===== config.mk =====
export PLATFORM = sky130hd
export DESIGN_NAME = mvt_best
export DESIGN_NICKNAME = d
export VERILOG_FILES = /design/src/hw/rtl/mvt_pkg.sv /design/src/hw/rtl/mvt_best.sv
export SDC_FILE = /design/constraint.sdc
export NUM_CORES = 1
export LEC_CHECK = 0
export BUFFER_PORTS_ARGS = -buffer_cell sky130_fd_sc_hd__buf_2
export CAP_MARGIN = 25
export CORE_MARGIN = 2
export CORE_UTILIZATION = 30
export DETAILED_ROUTE_END_ITERATION = 7
export SLEW_MARGIN = 20
export SYNTH_ARGS = -nofsm -noshare
export SYNTH_HDL_FRONTEND = slang
export SYNTH_SLANG_ARGS = --single-unit

===== constraint.sdc =====
create_clock -name clock -period 1.97 [get_ports clock]
set_input_delay 0 -clock clock [delete_from_list [all_inputs] [get_ports clock]]
set_output_delay 0 -clock clock [all_outputs]
set_load 0.03 [all_outputs]

===== src/hw/rtl/mvt_pkg.sv =====
// ----------------------------------------------------------------------------
// mvt_pkg
// Shared types and constants of the mode value tracker: table geometry,
// field widths, entry layout, sequencer states and the update record.
// ----------------------------------------------------------------------------
package mvt_pkg;

   localparam int TABLE_ENTRIES = 1024;
   localparam int ADDR_W        = $clog2(TABLE_ENTRIES);
   localparam int VALUE_W       = 30;
   localparam int COUNT_W       = 20;
   localparam int EPOCH_W       = 4;
   localparam int ENTRY_W       = EPOCH_W + VALUE_W + COUNT_W;

   localparam logic [COUNT_W-1:0] COUNT_MAX   = '1;
   localparam logic [EPOCH_W-1:0] EPOCH_NONE  = '0;
   localparam logic [EPOCH_W-1:0] EPOCH_FIRST = EPOCH_W'(1);
   localparam logic [EPOCH_W-1:0] EPOCH_LAST  = '1;
   localparam logic [ADDR_W-1:0]  ADDR_LAST   = ADDR_W'(TABLE_ENTRIES - 1);

   typedef enum logic [2:0] {
      ST_SWEEP,
      ST_IDLE,
      ST_PROBE,
      ST_CHECK,
      ST_WRITE
   } state_type;

   typedef struct packed {
      logic [EPOCH_W-1:0] epoch;
      logic [VALUE_W-1:0] key;
      logic [COUNT_W-1:0] count;
   } entry_type;

   typedef struct packed {
      logic               valid;
      logic               first;
      logic               full;
      logic [VALUE_W-1:0] value;
      logic [COUNT_W-1:0] count;
   } upd_type;

endpackage


===== src/hw/rtl/mvt_best.sv =====
// ----------------------------------------------------------------------------
// mvt_best
// Mode tracker and response register: folds each entry update into the
// current mode (smaller value wins a tie) and presents the response.
// ----------------------------------------------------------------------------
module mvt_best
   import mvt_pkg::*;
(
   input  logic               clock,
   input  logic               reset,
   input  upd_type            upd,
   output logic               out_ready,
   output logic               rsp_valid,
   input  logic               rsp_stall,
   output logic [VALUE_W-1:0] rsp_mode_value,
   output logic [COUNT_W-1:0] rsp_mode_count,
   output logic               rsp_table_full
);

   logic [VALUE_W-1:0] best_value_ff, best_value_in;
   logic [COUNT_W-1:0] best_count_ff, best_count_in;
   logic               rsp_valid_ff, rsp_valid_in;
   logic               full_ff, full_in;
   logic [VALUE_W-1:0] base_value;
   logic [COUNT_W-1:0] base_count;
   logic               better;

   assign out_ready  = !rsp_valid_ff || !rsp_stall;
   assign base_value = upd.first ? '0 : best_value_ff;
   assign base_count = upd.first ? '0 : best_count_ff;
   assign better     = !upd.full && ((upd.count > base_count) ||
                       ((upd.count == base_count) && (upd.value < base_value)));

   always_comb begin
      best_value_in = best_value_ff;
      best_count_in = best_count_ff;
      full_in       = full_ff;
      rsp_valid_in  = rsp_valid_ff && rsp_stall;
      if (upd.valid) begin
         rsp_valid_in  = 1'b1;
         full_in       = upd.full;
         best_value_in = better ? upd.value : base_value;
         best_count_in = better ? upd.count : base_count;
      end
   end

   always_ff @(posedge clock) begin
      if (reset) begin
         best_value_ff <= '0;
         best_count_ff <= '0;
         rsp_valid_ff  <= 1'b0;
      end else begin
         best_value_ff <= best_value_in;
         best_count_ff <= best_count_in;
         rsp_valid_ff  <= rsp_valid_in;
      end
   end

   always_ff @(posedge clock) begin
      full_ff <= full_in;
   end

   assign rsp_valid      = rsp_valid_ff;
   assign rsp_mode_value = best_value_ff;
   assign rsp_mode_count = best_count_ff;
   assign rsp_table_full = full_ff;

endmodule


==> summary.log, run 1 <==
[run_status] result of the run finished, violations left
[run_status] failing checks negative setup slack
[clock_tree] buffers from clock root to sink, at most 2
[detailed_routing] Via Count 3,727
[setup_path] CP endpoint kind flop
[timing] PnR worst setup slack -351 ps
[setup_path] depth of the worst register-to-register path 10
[pwr] sw frac 30.5%
[setup_path] category of the critical setup timing path reg2reg
[synth] most area-hungry cell type in the Yosys netlist sky130_fd_sc_hd__dfxtp_1
[setup_path] Data arrival, critical path 2500 ps
[worst_hold_path] Hold WC Path Type in2reg
[detailed_routing] Iter 0 DRT Violations 125
[worst_hold_path] launch instance of the worst min-delay path upd[35]
[cells_and_area] Antenna Cells 0
[floorplan] starting density of the core 30.9%
[detailed_routing] antenna-violating nets left 0
[floorplan] number of top-level design ports 109
[clock_tree] clock sink total 52
[detailed_routing] wire length per cell 14.6 µm
[placement] Setup WS pre-CTS -586 ps
[timing] setup violation total in the final timing report 50
[floorplan] row count 42
[placement] sum of net half-perimeters after detailed placement 8710 µm
[grt] number of antenna violations at the first check in global routing 0
[setup_path] required time of the critical path 2150 ps
[cells_and_area] synthesis-to-finish area growth 37.4%
[synth] sequential-to-total area share from yosys stat 25.5%
[timing] slew of the pin with the lowest slew margin 496 ps
[floorplan] die boundary width 121 µm
[clock_tree] source-to-sink clock delay at the later pin of the worst-skew pair 300 ps
[cells_and_area] share of cells above drive strength 1 46.3%
[setup_path] startpoint of the most critical register-to-register path rsp_mode_count[19]
[grt] global-route wire length before repair 18,500 µm
[cells_and_area] nets 720
[pwr] peak supply drop 0.000287 V
[grt] total routing usage reported by global routing 15.9%
[detailed_routing] WL met1 5140 µm
[setup_path] startpoint of the worst setup timing path rsp_mode_count[19]
[pwr] leakage component of the power 2.73 nW
[grt] pin count of the biggest net entering global routing 51
[grt] vias in the first global route 3,803
[clock_tree] clock buffer count from CTS 5
[flow_run] count of maximum capacitance violations 0
[timing] Highest Clock Rate 0.431 GHz
[pwr] internal power of the cells 2.06 mW
[placement] final weighted congestion in routability-driven placement 0.769
[synth] net count after synthesis 564
[synth] fraction of synthesized cell area taken by the top area cell type 24.7%
[synth] commonest cells in the netlist sky130_fd_sc_hd__mux2i_1 (100), sky130_fd_sc_hd__nand2_1 (62), sky130_fd_sc_hd__dfxtp_1 (51)
[synth] cells after synthesis 459
[pwr] part of the power in combinational logic 30.2%
[clock_tree] clk root buf sky130_fd_sc_hd__clkbuf_16
[clock_tree] clock tree from TritonCTS yes
[clock_tree] CTS HTree Levels 2
[synth] Avg Synthesized Cell Area 9.00 µm²
[synth] Synth Register Bits 52
[timing] Tmin final 2320 ps
[detailed_routing] post-route DRC violation count 0
[pwr] power density normalized to cell area 524 nW/µm²
[timing] unrepaired setup endpoints after global routing true
[floorplan] placeable core region 13,300 µm²
[floorplan] Chip Height 121 µm
[synth] cell types with the largest area share after synthesis sky130_fd_sc_hd__dfxtp_1 (25%), sky130_fd_sc_hd__mux2i_1 (24%), sky130_fd_sc_hd__ha_1 (15%)
[synth] most common flop cell mapped by yosys sky130_fd_sc_hd__dfxtp_1
[timing] number of hold violations in the final report 0
[synth] count of yosys warnings during synthesis 0
[setup_path] startpoint class of the critical path flop
[detailed_routing] Highest Signal Layer met4
[floorplan] die area 14,700 µm²
[timing] final worst-path cycle share 118%
[clock_tree] clock-pin slew reported for the worst setup and hold paths after clock tree synthesis 70 ps
[pwr] net switching power 0.906 mW
[detailed_routing] number of detailed-routing iterations run before antenna repair 5
[timing] hold_ws 115 ps
[grt] Remaining Overflow, GRT 0
[setup_path] CP max FO 16
[pwr] portion of total power attributed to the clock network 31.7%
[detailed_routing] Total Wirelength 11,600 µm
[cells_and_area] post-layout utilization of the core 42.5%
[timing] final number of max-transition violations 0
[timing] total negative slack -15,620 ps
[placement] standard cell area after detailed placement 5320 µm²
[detailed_routing] detailed-routed wire length on met3 536 µm
[worst_hold_path] number of cells on the worst hold path 4
[pwr] sequential cell fraction of total power 38.0%
[synth] post-synth design cell area 4130 µm²
[placement] number of port buffers 108
[cells_and_area] finished layout cell area 5670 µm²
[timing] tightest slew margin relative to the limit 66.9%
[synth] number of synthesized flops with an enable pin 1
[detailed_routing] routed via count divided by cell count 4.71
[detailed_routing] length of routed met2 wiring 5830 µm
[synth] post-synthesis async set-or-reset flop share 0%
[synth] most frequent cell after synthesis sky130_fd_sc_hd__mux2i_1
[synth] Cell variety after synth 32
[timing] Max Clock Skew 4.66 ps
-- layer usage --
metal	up-vias	global-route usage [%]
met3	5	3.10
met5	-	0
li1	1911	-
met2	78	29.4
met4	0	3.23
met1	1733	18.9
-- final timing paths --
kind	end	slack, ps
hold reg to reg	rsp_mode_value[14]	480
setup / recovery	rsp_mode_value[16]	-350
hold / removal	rsp_mode_value[15]	120
setup reg to reg	rsp_mode_value[16]	-350
-- worst max-delay path, cell delays in order (launching register included) --
cell                       delay, ps
sky130_fd_sc_hd__dfxtp_4         360
sky130_fd_sc_hd__nand2b_4         60
sky130_fd_sc_hd__ha_4            260
sky130_fd_sc_hd__nand4_1         130
sky130_fd_sc_hd__nor3_2          180
sky130_fd_sc_hd__nand2_1         120
sky130_fd_sc_hd__nor3_4          160
sky130_fd_sc_hd__nand4_1         140
sky130_fd_sc_hd__o31a_4          450
sky130_fd_sc_hd__buf_12          190
sky130_fd_sc_hd__mux2i_2         150
-- repair_timing --
action / CTS / global route
buffers inserted: 0 / 1
pin swaps: 0 / 3
hold buffers: 2 / 0
endpoints found under the setup margin: 50 / 50
cloned: 1 / 1
endpoints found under the hold margin: 2 / 0
gates resized for setup: 4 / 13
-- cell type report --
| cell class | instances | area (µm²) |
|---|---|---|
| multi-input cells | 378 | 3010 |
| inverters | 2 | 7.51 |
| fillers | 1354 | 7670 |
| flip-flops and latches | 52 | 1120 |
| well taps | 176 | 220 |
| clock buffers | 8 | 156 |
| repair buffers | 176 | 1150 |
-- cells by family (layout without fill, tap and decap cells) --
family / count (synthesis) / after routing / synth area share, %
and+or+nand+nor: 188 / 188 / 24.5
muxes: 100 / 100 / 24.2
buffers and inverters: 29 / 186 / 4.88
DFF: 52 / 52 / 25.5
AOI/OAI and AO/OA: 41 / 41 / 6.12
adders and majority gates: 49 / 49 / 14.8
-- layout by cell type, fill, tap and decap left out, types with 5 or more instances in the layout --
master,instances
sky130_fd_sc_hd__or2_2,50
sky130_fd_sc_hd__a21o_1,5
sky130_fd_sc_hd__nand2b_4,5
sky130_fd_sc_hd__clkbuf_16,6
sky130_fd_sc_hd__buf_4,60
sky130_fd_sc_hd__nand2_1,62
sky130_fd_sc_hd__dfxtp_1,16
sky130_fd_sc_hd__buf_2,107
sky130_fd_sc_hd__a21oi_1,17
sky130_fd_sc_hd__o21ai_0,7
sky130_fd_sc_hd__dfxtp_2,23
sky130_fd_sc_hd__ha_1,44
sky130_fd_sc_hd__nand2b_1,43
sky130_fd_sc_hd__dfxtp_4,12
sky130_fd_sc_hd__nand4_1,9
sky130_fd_sc_hd__nor2_1,7
sky130_fd_sc_hd__mux2i_1,98
-- power by group through the flow --
| stage | clock network [mW] | logic, mW | registers [mW] |
|---|---|---|---|
| 2_1_floorplan | 0 | 0.444 | 1.26 |
| 3_3_place_gp | 0 | 0.833 | 1.15 |
| 3_5_place_dp | 0 | 0.853 | 1.15 |
| 4_1_cts | 0.978 | 0.880 | 1.13 |
| 5_1_grt | 0.994 | 0.988 | 1.13 |
| 6_report | 0.943 | 0.898 | 1.13 |
-- sequential cells by signal (all words and copies together), names as in the netlist --
signal,cells
rsp_valid,1
rsp_mode_value,30
rsp_table_full,1
rsp_mode_count,20
-- stage by stage --
step                power [mW]  cells
floorplan                 1.71    459
global route              3.12    792
global placement          1.98    779
finish                    2.97    792
detailed placement        2.00    779
CTS                       2.99    790
No activity file was read; power rests on OpenSTA's default activity.
==> inputs of run 2 (changes only) <==
==> constraint.sdc (replaced) <==
create_clock -name clock -period 2.2 [get_ports clock]
set_input_delay 0 -clock clock [delete_from_list [all_inputs] [get_ports clock]]
set_output_delay 0 -clock clock [all_outputs]
set_load 0.03 [all_outputs]
==> summary.log, run 2 (synthesis gave the netlist of run 1 again) <==
[floorplan] die boundary width 121 µm
[cells_and_area] post-layout utilization of the core 41.4%
[detailed_routing] post-route DRC violation count 0
[pwr] leakage component of the power 2.67 nW
[clock_tree] CTS HTree Levels 2
[setup_path] required time of the critical path 2400 ps
[detailed_routing] routed via count divided by cell count 4.79
[floorplan] starting density of the core 30.9%
[timing] Highest Clock Rate 0.409 GHz
[grt] vias in the first global route 3,817
[run_status] failing checks negative setup slack
[timing] final number of max-transition violations 0
[timing] slew of the pin with the lowest slew margin 484 ps
[placement] standard cell area after detailed placement 5210 µm²
[detailed_routing] antenna-violating nets left 0
[placement] sum of net half-perimeters after detailed placement 8430 µm
[cells_and_area] Antenna Cells 0
[floorplan] row count 42
[clock_tree] buffers from clock root to sink, at most 2
[pwr] portion of total power attributed to the clock network 30.8%
[floorplan] die area 14,700 µm²
[cells_and_area] Layout Cells excl Fill 788
[timing] tightest slew margin relative to the limit 67.7%
[pwr] net switching power 0.840 mW
[setup_path] WP buf/inv 3
[placement] total placed cells including tap cells 775
[grt] total routing usage reported by global routing 16.4%
[pwr] Power Total 2.62 mW
[pwr] power density normalized to cell area 474 nW/µm²
[placement] number of port buffers 108
[setup_path] CP max FO 9
[clock_tree] source-to-sink clock delay at the later pin of the worst-skew pair 310 ps
[timing] final worst-path cycle share 111%
[cells_and_area] nets 717
[detailed_routing] wire length per cell 14.9 µm
[timing] unrepaired setup endpoints after global routing true
[grt] number of antenna violations at the first check in global routing 0
[detailed_routing] Total Wirelength 11,700 µm
[timing] number of hold violations in the final report 0
[cells_and_area] synthesis-to-finish area growth 33.8%
[pwr] sw frac 32.1%
[floorplan] Chip Height 121 µm
[timing] setup violation total in the final timing report 50
[timing] Tmin final 2440 ps
[placement] final weighted congestion in routability-driven placement 0.747
[grt] pin count of the biggest net entering global routing 31
[cells_and_area] commonest cells after routing, fill and taps aside sky130_fd_sc_hd__buf_2 (107), sky130_fd_sc_hd__mux2i_1 (100), sky130_fd_sc_hd__nand2_1 (62)
[cells_and_area] share of cells above drive strength 1 43.0%
[clock_tree] clock sink total 52
[pwr] sequential cell fraction of total power 38.8%
[cells_and_area] finished layout cell area 5520 µm²
[timing] Max Clock Skew 6.41 ps
[placement] Setup WS pre-CTS -453 ps
[flow_run] count of maximum capacitance violations 0
[clock_tree] clock buffer count from CTS 5
[clock_tree] clk root buf sky130_fd_sc_hd__clkbuf_16
[clock_tree] clock-pin slew reported for the worst setup and hold paths after clock tree synthesis 70 ps
[detailed_routing] Iter 0 DRT Violations 170
[cells_and_area] max reg flops 30
[floorplan] number of top-level design ports 109
[worst_hold_path] Hold WC Path Type in2reg
[setup_path] delay contributed by the slowest stage of the critical path 340 ps
[detailed_routing] number of detailed-routing iterations run before antenna repair 4
[grt] Remaining Overflow, GRT 0
[run_status] result of the run finished, violations left
[setup_path] Data arrival, critical path 2640 ps
[setup_path] category of the critical setup timing path reg2reg
[pwr] internal power of the cells 1.78 mW
[setup_path] CP endpoint kind flop
[clock_tree] clock tree from TritonCTS yes
[setup_path] Cell Chain, Critical Path nand2b_1, ha_1, nand4_1, nor3_2, nand2_1, nor3_2, buf_4, nand4_1, o31a_4, buf_12, buf_16, mux2i_1
[pwr] peak supply drop 0.000249 V
[setup_path] family of cells with the greatest summed delay on the critical path simple AND/OR/NAND/NOR gates
[setup_path] cell at the slowest stage of the critical path sky130_fd_sc_hd__dfxtp_4
[cells_and_area] leading cell type in the layout, fill and taps excluded sky130_fd_sc_hd__buf_2
[setup_path] startpoint class of the critical path flop
[timing] PnR worst setup slack -243 ps
[floorplan] placeable core region 13,300 µm²
[detailed_routing] Via Count 3,772
[grt] global-route wire length before repair 19,000 µm
[pwr] part of the power in combinational logic 30.3%
-- run 2: cell types whose count changed in the layout (fill, tap and decap cells not counted), moves of 2 or more --
cell / delta
sky130_fd_sc_hd__dfxtp_1: +8
sky130_fd_sc_hd__dfxtp_4: -7
sky130_fd_sc_hd__ha_1: +3
sky130_fd_sc_hd__nand2b_1: +3
sky130_fd_sc_hd__nand2b_4: -3
sky130_fd_sc_hd__buf_12: -2
sky130_fd_sc_hd__clkbuf_8: -2
sky130_fd_sc_hd__ha_4: -2
sky130_fd_sc_hd__mux2i_1: +2
sky130_fd_sc_hd__mux2i_2: -2
-- run 2: power groups by stage --
stage	Clock [mW]	Combinational, mW	Sequential (mW)
2_1_floorplan	0	0.396	1.13
3_3_place_gp	0	0.727	1.04
3_5_place_dp	0	0.747	1.04
4_1_cts	0.825	0.790	1.02
5_1_grt	0.865	0.873	1.02
6_report	0.807	0.795	1.02
-- run 2: worst reg2reg max path: stages, from the launching register on --
cell and delay [ps]:
sky130_fd_sc_hd__dfxtp_4 340, sky130_fd_sc_hd__nand2b_1 50, sky130_fd_sc_hd__ha_1 300, sky130_fd_sc_hd__nand4_1 140, sky130_fd_sc_hd__nor3_2 270, sky130_fd_sc_hd__nand2_1 120
sky130_fd_sc_hd__nor3_2 120, sky130_fd_sc_hd__buf_4 140, sky130_fd_sc_hd__nand4_1 110, sky130_fd_sc_hd__o31a_4 330, sky130_fd_sc_hd__buf_12 150, sky130_fd_sc_hd__buf_16 150
sky130_fd_sc_hd__mux2i_1 120
-- run 2: path summary, 6_finish.rpt --
kind | end | cells after the start | start | slack [ps]
worst max-delay path | rsp_mode_value[23] | 12 | rsp_mode_count[17] | -240
worst min-delay path | rsp_mode_count[15] | 4 | upd[15] | 100
worst max register to register | rsp_mode_value[23] | 12 | rsp_mode_count[17] | -240
worst min register to register | rsp_mode_value[9] | 2 | rsp_mode_value[9] | 490
-- run 2: area by class of cell --
type,count,area (µm²)
Fill cell,1367,7820
Multi-Input combinational cell,378,2950
Timing Repair Buffer,173,1120
Sequential cell,52,1100
Tap cell,176,220
Clock buffer,7,133
Inverter,2,7.51
-- run 2: timing repair --
item                       4_1_cts  5_1_grt
hold endpoints to repair         2        0
hold buffers                     2        0
setup endpoints to repair       50       50
pin swaps                        0        4
setup buffers                    1        0
resized for setup                7        3
cloned                           2        1
-- run 2: per-stage QoR --
| step | setup TNS (ps) | hold slack [ps] |
|---|---|---|
| floorplan | 0 | 98.9 |
| global placement | -16800 | 242 |
| detailed placement | -20950 | 258 |
| CTS | -9520 | 99.2 |
| global route | -18250 | 120 |
| finish | -9690 | 103 |
-- run 2: metal layers --
metal  track usage, %  vias to the layer above  part of all wire, %
li1                 -                     1906                    -
met1             21.1                     1775                   47
met2             27.7                       81                   47
met3             2.58                       10                  3.9
met4             6.03                        0                  1.6
met5                0                        -                    0
